--- config.mk ---
export PLATFORM = sky130hd
export DESIGN_NAME = gnp_skip_edge_toggler_unit
export DESIGN_NICKNAME = d
export VERILOG_FILES = /design/src/hw/rtl/gset_pkg.sv /design/src/hw/rtl/gnp_skip_edge_toggler_unit.sv
export SDC_FILE = /design/constraint.sdc
export NUM_CORES = 2
export LEC_CHECK = 0
export BUFFER_PORTS_ARGS = -buffer_cell sky130_fd_sc_hd__clkbuf_2
export CORE_UTILIZATION = 25
export CTS_BUF_LIST = sky130_fd_sc_hd__clkbuf_8
export CTS_CLUSTER_DIAMETER = 30
export DETAILED_ROUTE_END_ITERATION = 7
export SYNTH_ARGS = -nofsm -noshare
export SYNTH_HDL_FRONTEND = slang
export SYNTH_SLANG_ARGS = --single-unit
--- constraint.sdc ---
create_clock -name clk -period 8 [get_ports clk]
set_clock_uncertainty 0.05 [all_clocks]
set_input_delay 1.2 -clock clk [delete_from_list [all_inputs] [get_ports clk]]
set_output_delay 1.2 -clock clk [all_outputs]
set_load 0.02 [all_outputs]
--- src/hw/rtl/gset_pkg.sv ---
// ----------------------------------------------------------------------------
// gset_pkg: shared constants and types for the skip edge toggler
// Widths, register indexes, result action codes and digit-serial
// multiplier sizing used by the toggler unit.
// ----------------------------------------------------------------------------
package gset_pkg;

  // Node indexes and pair cursor
  localparam int NODE_BITS  = 16;
  localparam int ROW_W      = NODE_BITS + 1;
  localparam int RADIUS_W   = 15;
  localparam int SCALE_W    = 32;
  localparam int FRAC_IN_W  = 32;

  // Configuration port
  localparam int CFG_IDX_W  = 2;
  localparam int CFG_DATA_W = 32;

  typedef enum logic [CFG_IDX_W-1:0] {
    CFG_NODE_COUNT     = 2'd0,
    CFG_LATTICE_RADIUS = 2'd1,
    CFG_SKIP_SCALE     = 2'd2
  } cfg_index_t;

  // Result action codes
  localparam int ACTION_W = 2;

  typedef enum logic [ACTION_W-1:0] {
    ACT_ADD    = 2'd0,
    ACT_REMOVE = 2'd1,
    ACT_DONE   = 2'd2
  } action_t;

  // Logarithm: Q1.31 mantissa, 27 fraction bits by repeated squaring
  localparam int MANT_W     = 32;
  localparam int LOG_FRAC_W = 27;
  localparam int EXP_W      = 6;
  localparam int ITER_W     = 5;
  localparam logic [31:0] LN2_Q32 = 32'd2977044472;

  // Digit-serial multiplier: A (33 bit) times B (32 bit), one digit of B a cycle
  localparam int DIGIT_W    = 8;
  localparam int MUL_A_W    = 33;
  localparam int MUL_B_W    = 32;
  localparam int PROD_W     = MUL_A_W + MUL_B_W;
  localparam int PART_W     = MUL_A_W + DIGIT_W;
  localparam int MUL_STEPS  = MUL_B_W / DIGIT_W;
  localparam int DCNT_W     = $clog2(MUL_STEPS);

  // Skip = (scale * ln) >> 43
  localparam int SKIP_SHIFT = 43;
  localparam int SKIP_W     = PROD_W - SKIP_SHIFT;

  // Next-column cursor: a column below the row plus one skip
  localparam int COL_W      = ((NODE_BITS > SKIP_W) ? NODE_BITS : SKIP_W) + 1;

endpackage

--- src/hw/rtl/gnp_skip_edge_toggler_unit.sv ---
// ----------------------------------------------------------------------------
// gnp_skip_edge_toggler_unit: geometric-skip pair walker for G(n,p) toggles
// Turns each nonzero random fraction into a skip over lower-triangular node
// pairs; reports the pair reached as add or lattice-edge removal, then done.
// ----------------------------------------------------------------------------
// One transaction is worked on at a time. After it is taken, the mantissa is
// normalized one bit a cycle, then 27 squarings, the ln 2 scaling and the
// skip scaling run on one shared 33x8 multiplier that works through B one
// digit at a time, then the row walk crosses one row a cycle. A result
// still waiting in the output register when the next one is ready holds
// the unit until it is taken. A zero fraction, or any fraction after the
// finished result, is taken and dropped. The result sits in an output
// register, so the next transaction is taken while the result waits.
// Configuration writes are taken only while idle and restart the walk at
// row 0.
// ----------------------------------------------------------------------------
module gnp_skip_edge_toggler_unit (
  input  logic                               clk,
  input  logic                               rst_n,
  // input transactions
  input  logic                               in_valid,
  output logic                               in_stall,
  input  logic [gset_pkg::FRAC_IN_W-1:0]     in_random_fraction,
  // result transactions
  output logic                               out_valid,
  input  logic                               out_stall,
  output logic [gset_pkg::NODE_BITS-1:0]     out_higher_node,
  output logic [gset_pkg::NODE_BITS-1:0]     out_lower_node,
  output logic [gset_pkg::ACTION_W-1:0]      out_action,
  // configuration writes
  input  logic                               cfg_valid,
  output logic                               cfg_ready,
  input  logic [gset_pkg::CFG_IDX_W-1:0]     cfg_index,
  input  logic [gset_pkg::CFG_DATA_W-1:0]    cfg_data
);
  import gset_pkg::*;

  typedef enum logic [2:0] {
    S_IDLE,
    S_NORM,
    S_SQR,
    S_LN2,
    S_SCL,
    S_WALK,
    S_EMIT
  } state_t;

  state_t                 state_r;

  // configuration
  logic [NODE_BITS-1:0]   node_count_r;
  logic [RADIUS_W-1:0]    radius_r;
  logic [SCALE_W-1:0]     scale_r;

  // walk state
  logic [ROW_W-1:0]       row_r;
  logic [COL_W-1:0]       col_r;
  logic                   done_r;

  // logarithm datapath
  logic [MANT_W-1:0]      mant_r;
  logic [EXP_W-1:0]       exp_r;
  logic [LOG_FRAC_W-1:0]  frac_r;
  logic [ITER_W-1:0]      iter_r;

  // multiplier
  logic [MUL_A_W-1:0]     mul_a_r;
  logic [PROD_W-1:0]      prod_r;
  logic [PROD_W-1:0]      prod_nxt;
  logic [DCNT_W-1:0]      dcnt_r;
  logic [PART_W-1:0]      mul_sum;
  logic [PROD_W+DIGIT_W-1:0] mul_cat;
  logic                   mul_last;

  // pending result
  logic [NODE_BITS-1:0]   pend_higher_r;
  logic [NODE_BITS-1:0]   pend_lower_r;
  action_t                pend_action_r;

  // output register
  logic                   out_valid_r;
  logic [NODE_BITS-1:0]   out_higher_r;
  logic [NODE_BITS-1:0]   out_lower_r;
  action_t                out_action_r;

  logic                   in_take;
  logic                   out_free;
  logic                   sq_bit;
  logic [MANT_W-1:0]      sq_mant;
  logic [LOG_FRAC_W-1:0]  frac_nxt;
  logic [MUL_A_W-1:0]     neg_log2;
  logic [SKIP_W-1:0]      skip;
  logic                   walk_more;
  logic                   row_end;
  logic [ROW_W-1:0]       pair_gap;
  logic [ROW_W:0]         gap_plus_radius;
  logic                   lattice;

  assign in_stall  = (state_r != S_IDLE);
  assign cfg_ready = (state_r == S_IDLE);
  assign in_take   = in_valid && !in_stall;
  assign out_free  = !out_valid_r || !out_stall;

  // Multiply-accumulate one digit of B, shift the product right one digit
  assign mul_sum  = PART_W'(prod_r[PROD_W-1:MUL_B_W])
                  + PART_W'(mul_a_r) * PART_W'(prod_r[DIGIT_W-1:0]);
  assign mul_cat  = {mul_sum, prod_r[MUL_B_W-1:0]};
  assign prod_nxt = mul_cat[PROD_W+DIGIT_W-1:DIGIT_W];
  assign mul_last = (dcnt_r == DCNT_W'(MUL_STEPS - 1));

  // Squaring: one fraction bit of log2, renormalize mantissa to [1, 2)
  assign sq_bit   = prod_nxt[2*MANT_W-1];
  assign sq_mant  = sq_bit ? prod_nxt[2*MANT_W-1:MANT_W] : prod_nxt[2*MANT_W-2:MANT_W-1];
  assign frac_nxt = {frac_r[LOG_FRAC_W-2:0], sq_bit};
  assign neg_log2 = {exp_r, {LOG_FRAC_W{1'b0}}} - MUL_A_W'(frac_nxt);

  // Skip from the scaled product
  assign skip = prod_nxt[PROD_W-1:SKIP_SHIFT];

  // Row walk step and lattice test
  assign row_end         = (row_r >= ROW_W'(node_count_r));
  assign walk_more       = (col_r >= COL_W'(row_r)) && !row_end;
  assign pair_gap        = row_r - col_r[ROW_W-1:0];
  assign gap_plus_radius = (ROW_W+1)'(pair_gap) + (ROW_W+1)'(radius_r);
  assign lattice         = (pair_gap <= ROW_W'(radius_r))
                        || (gap_plus_radius >= (ROW_W+1)'(node_count_r));

  // Sequencer, datapath and output register
  always_ff @(posedge clk) begin
    if (!rst_n) begin
      state_r      <= S_IDLE;
      out_valid_r  <= 1'b0;
      node_count_r <= NODE_BITS'(1);
      radius_r     <= '0;
      scale_r      <= '0;
      row_r        <= '0;
      col_r        <= '0;
      done_r       <= 1'b0;
    end else begin
      // load a waiting result, or drop the one taken
      if ((state_r == S_EMIT) && out_free) begin
        out_valid_r <= 1'b1;
      end else if (!out_stall) begin
        out_valid_r <= 1'b0;
      end

      case (state_r)
        S_IDLE: begin
          if (in_take && (in_random_fraction != '0) && !done_r) begin
            mant_r  <= in_random_fraction;
            exp_r   <= EXP_W'(1);
            state_r <= S_NORM;
          end
        end

        // shift the fraction up until its top bit is set
        S_NORM: begin
          if (mant_r[MANT_W-1]) begin
            mul_a_r <= MUL_A_W'(mant_r);
            prod_r  <= PROD_W'(mant_r);
            dcnt_r  <= '0;
            iter_r  <= '0;
            frac_r  <= '0;
            state_r <= S_SQR;
          end else begin
            mant_r <= {mant_r[MANT_W-2:0], 1'b0};
            exp_r  <= exp_r + EXP_W'(1);
          end
        end

        // square the mantissa, one log2 bit per product
        S_SQR: begin
          dcnt_r <= dcnt_r + DCNT_W'(1);
          if (mul_last) begin
            frac_r <= frac_nxt;
            if (iter_r == ITER_W'(LOG_FRAC_W - 1)) begin
              mul_a_r <= neg_log2;
              prod_r  <= PROD_W'(LN2_Q32);
              state_r <= S_LN2;
            end else begin
              mul_a_r <= MUL_A_W'(sq_mant);
              prod_r  <= PROD_W'(sq_mant);
              iter_r  <= iter_r + ITER_W'(1);
            end
          end else begin
            prod_r <= prod_nxt;
          end
        end

        // convert log2 to natural log, then scale it
        S_LN2: begin
          dcnt_r <= dcnt_r + DCNT_W'(1);
          if (mul_last) begin
            mul_a_r <= MUL_A_W'(prod_nxt[2*MANT_W-1:MANT_W]);
            prod_r  <= PROD_W'(scale_r);
            state_r <= S_SCL;
          end else begin
            prod_r <= prod_nxt;
          end
        end

        S_SCL: begin
          dcnt_r <= dcnt_r + DCNT_W'(1);
          prod_r <= prod_nxt;
          if (mul_last) begin
            col_r   <= col_r + COL_W'(skip);
            state_r <= S_WALK;
          end
        end

        // cross rows until the column lies below the row
        S_WALK: begin
          if (walk_more) begin
            col_r <= col_r - COL_W'(row_r);
            row_r <= row_r + ROW_W'(1);
          end else begin
            if (row_end) begin
              done_r        <= 1'b1;
              pend_higher_r <= '0;
              pend_lower_r  <= '0;
              pend_action_r <= ACT_DONE;
            end else begin
              pend_higher_r <= row_r[NODE_BITS-1:0];
              pend_lower_r  <= col_r[NODE_BITS-1:0];
              pend_action_r <= lattice ? ACT_REMOVE : ACT_ADD;
              col_r         <= col_r + COL_W'(1);
            end
            state_r <= S_EMIT;
          end
        end

        // hand the result to the output register when it is free
        S_EMIT: begin
          if (out_free) begin
            out_higher_r <= pend_higher_r;
            out_lower_r  <= pend_lower_r;
            out_action_r <= pend_action_r;
            state_r      <= S_IDLE;
          end
        end

        default: begin
          state_r <= S_IDLE;
        end
      endcase

      // register writes restart the walk
      if (cfg_valid && cfg_ready) begin
        case (cfg_index)
          CFG_NODE_COUNT: begin
            node_count_r <= cfg_data[NODE_BITS-1:0];
            row_r        <= '0;
            col_r        <= '0;
            done_r       <= 1'b0;
          end
          CFG_LATTICE_RADIUS: begin
            radius_r <= cfg_data[RADIUS_W-1:0];
            row_r    <= '0;
            col_r    <= '0;
            done_r   <= 1'b0;
          end
          CFG_SKIP_SCALE: begin
            scale_r <= cfg_data[SCALE_W-1:0];
            row_r   <= '0;
            col_r   <= '0;
            done_r  <= 1'b0;
          end
          default: begin
            done_r <= done_r;
          end
        endcase
      end
    end
  end

  assign out_valid       = out_valid_r;
  assign out_higher_node = out_higher_r;
  assign out_lower_node  = out_lower_r;
  assign out_action      = out_action_r;

endmodule
==> results.cfg <==
[synth]
synth_nets = 3807
ys_ff_latch = 345
avgSynthCellArea_sq_um = 9.00
yosysUniqueCellTypes = 86
synth_area_sq_mm = 0.0299
yosysWarnings = 0
netlist_instances = 3321
ys_seq_area_share_pct = 31.0
synth-main-ff-cell = edfxtp_1
synth_edf_count = 237
synthArstFlopShare_pct = 0

[cts]
clk_latency_ns = 0.71
h-tree-depth = 3
clock_sink_count = 345
clk_pin_slew_worst_paths_ns = 0.06
numCtsBuffers = 92
cts_tree = done
ctsRootBufferMaster = clkbuf_8
cts_max_path_buffers = 3

[routing]
via_per_inst = 4.95
post-route-drc-count = 0
wl_per_cell_um = 19.0
drt-initial-drc-count = 2529
wirelength_um = 96400
antenna_left = 0
drt_first_pass_iters = 7
num_vias = 25100

[floorplan]
fp.dieArea_sq_mm = 0.121
rows = 126
die_w_um = 348
die_h_um = 348
start_util_pct = 25.3
pin_count = 108
core_sq_mm = 0.118

[global_routing]
grt_remaining_overflow = 0
grt_max_degree = 75
grt_pass1_wl_um = 146000
grt_pass1_vias = 24400
grt.total_usage_pct = 15.5
antenna_found_initial = 2

[worst_hold_path]
min_to = out_action[0]
min_path_type = reg2reg
hold_depth = 0
hp-start = pend_action_r[0]

[status]
status = complete, no violations

[final_layout]
drive_above_1_share_pct = 11.0
stdcell_area_sq_mm = 0.0346
area_delta_synth_final_pct = 15.7
layout_common_cells = 421 x inv_1, 409 x nand2_1, 237 x edfxtp_1
nets = 3937
final_core_util_pct = 29.2
nFillCells = 12500
fin_cells = 5067
layout_commonest_cell = inv_1

[worst_setup_path]
regToRegSetupSlack_ns = 0.34
cp_slowest_cell = or4_1
endpoint_kind = flip-flop
reg2reg_depth = 25
cp-start-kind = flip-flop
cpLargestDelayFamily = adder cells
worstSetupPathType = reg2reg
r2r_start = prod_r[3]
crit_fanout = 19
cp.required_ns = 8.34
arrival_ns = 8.00
cpMostUsedCell = fa_1
cp_num_buf_inv = 5
critPathLaunch = prod_r[3]
cpPeakStageDelay_ns = 0.62
worstReg2RegEnd = mul_a_r[28]

[timing]
fin_crit_ns = 7.66
worst_slew_pin_slew_ns = 1.19
slew_headroom_pct = 20.4
period_share_pct = 95.8
hold_viol_final = 0
rsz0062_at_grt = true
hold_slack_ns = 0.339
fmax_mhz = 131
maxSlewViolCount = 0
setup_viol = 0

[placement]
dp_cells = 4881
dpl.hpwl_um = 74600
place_area_sq_mm = 0.0323
gp_congestion = 0.954
port_buffers = 107

[job]
cap_violations = 0
-- kinds of logic after synthesis --
kind of cell               count (synthesis)  share of synthesized area (%)
AOI/OAI and AO/OA                        692                           15.4
xor gates and xnor gates                 154                           4.51
adders and majority gates                415                           23.0
buffers and inverters                    566                           7.21
DFF                                      345                           31.0
muxes                                     22                          0.762
and+or+nand+nor                         1127                           18.1
-- worst reg2reg max path: stages, from the launching register on --
cell and delay (ns):
edfxtp_1 0.53, buf_4 0.22, buf_4 0.20, and2_1 0.18
fa_1 0.48, fa_1 0.53, fa_1 0.50, inv_1 0.06
fa_1 0.53, inv_1 0.04, ha_1 0.38, and3_1 0.36
nand2_4 0.11, or4_1 0.62, and4_4 0.24, o21a_1 0.26
nor3_4 0.22, inv_2 0.06, ha_1 0.26, nand2_1 0.16
nor2_1 0.07, or3_1 0.37, a21oi_1 0.25, a21oi_1 0.07
a2bb2oi_1 0.14, o21ai_0 0.46
-- metal layers --
metal	GRT usage, %	up-vias	part of all wire (%)
met2	25.1	949	47
met1	20.8	12400	44
met3	2.14	168	6.4
li1	-	11500	-
met4	6.00	0	3.6
met5	0	-	0
-- synthesized netlist by cell type (all sizes together), types with 11 or more instances --
cell / instances / area share (%)
nand3: 50 / 0.84
and3: 20 / 0.44
a21oi: 160 / 2.7
a21o: 61 / 1.5
a211oi: 17 / 0.43
o21a: 21 / 0.53
nor4: 23 / 0.48
buf: 24 / 0.39
a31oi: 20 / 0.42
o31ai: 13 / 0.33
o221ai: 11 / 0.32
nor3: 48 / 0.89
a221oi: 11 / 0.32
o22ai: 21 / 0.44
nor2b: 20 / 0.42
o211ai: 14 / 0.35
edfxtp: 237 / 24
mux2i: 16 / 0.54
xnor2: 105 / 3.1
a222oi: 29 / 0.97
a22oi: 19 / 0.48
fa: 223 / 15
a21boi: 69 / 1.7
clkbuf: 134 / 1.7
nand2b: 20 / 0.42
inv: 407 / 5.1
o21ai: 144 / 2.4
xor2: 49 / 1.4
or3: 18 / 0.38
ha: 192 / 8.0
nor2: 236 / 3.0
o21bai: 16 / 0.40
nand4: 27 / 0.57
dfxtp: 108 / 7.2
nand2: 411 / 5.2
and2: 226 / 4.7
-- final cells by class --
type	count	area [sq um]	share of cell area, %
antenna	1	2.50	0.00724
clock buffer	99	1360	3.94
clock inverter	74	729	2.11
inverter	408	1530	4.43
multi-input combinational	2410	18600	53.7
sequential	345	9280	26.8
tap	1536	1920	5.56
timing repair buffer	194	1190	3.44
-- what timing repair did --
action                     in CTS  in global routing
setup endpoints to repair       0                 10
hold buffers                    0                  0
setup buffers                   0                 12
resized for setup               0                 10
-- stage by stage --
stage	setup slack [ns]	TNS [ns]
global route	-0.0301	-0.0384
finish	0.338	0
floorplan	0.802	0
CTS	0.0303	0
detailed placement	0.0617	0
global placement	0.111	0
-- how the worst max path moves through the flow --
stage,to,slack [ns],depth (start not counted)
floorplan,col_r[22],0.80,31
global placement,col_r[14],0.11,27
detailed placement,col_r[22],0.06,28
CTS,col_r[22],0.03,27
global route,col_r[21],-0.03,27
finish,mul_a_r[28],0.34,25
-- state kept, by name (all words and copies together) (netlist names) --
register	cells
col_r	23
dcnt_r	2
done_r	1
exp_r	6
frac_r	26
iter_r	5
mant_r	32
mul_a_r	33
node_count_r	16
out_action	2
out_higher_node	16
out_lower_node	16
out_valid	1
pend_action_r	2
pend_higher_r	16
pend_lower_r	16
prod_r	65
radius_r	15
row_r	17
scale_r	32
state_r	3
Power is left out: the tool's default activity adds up to more than one toggle a clock period on the data nets, which glitch-free logic cannot reach.
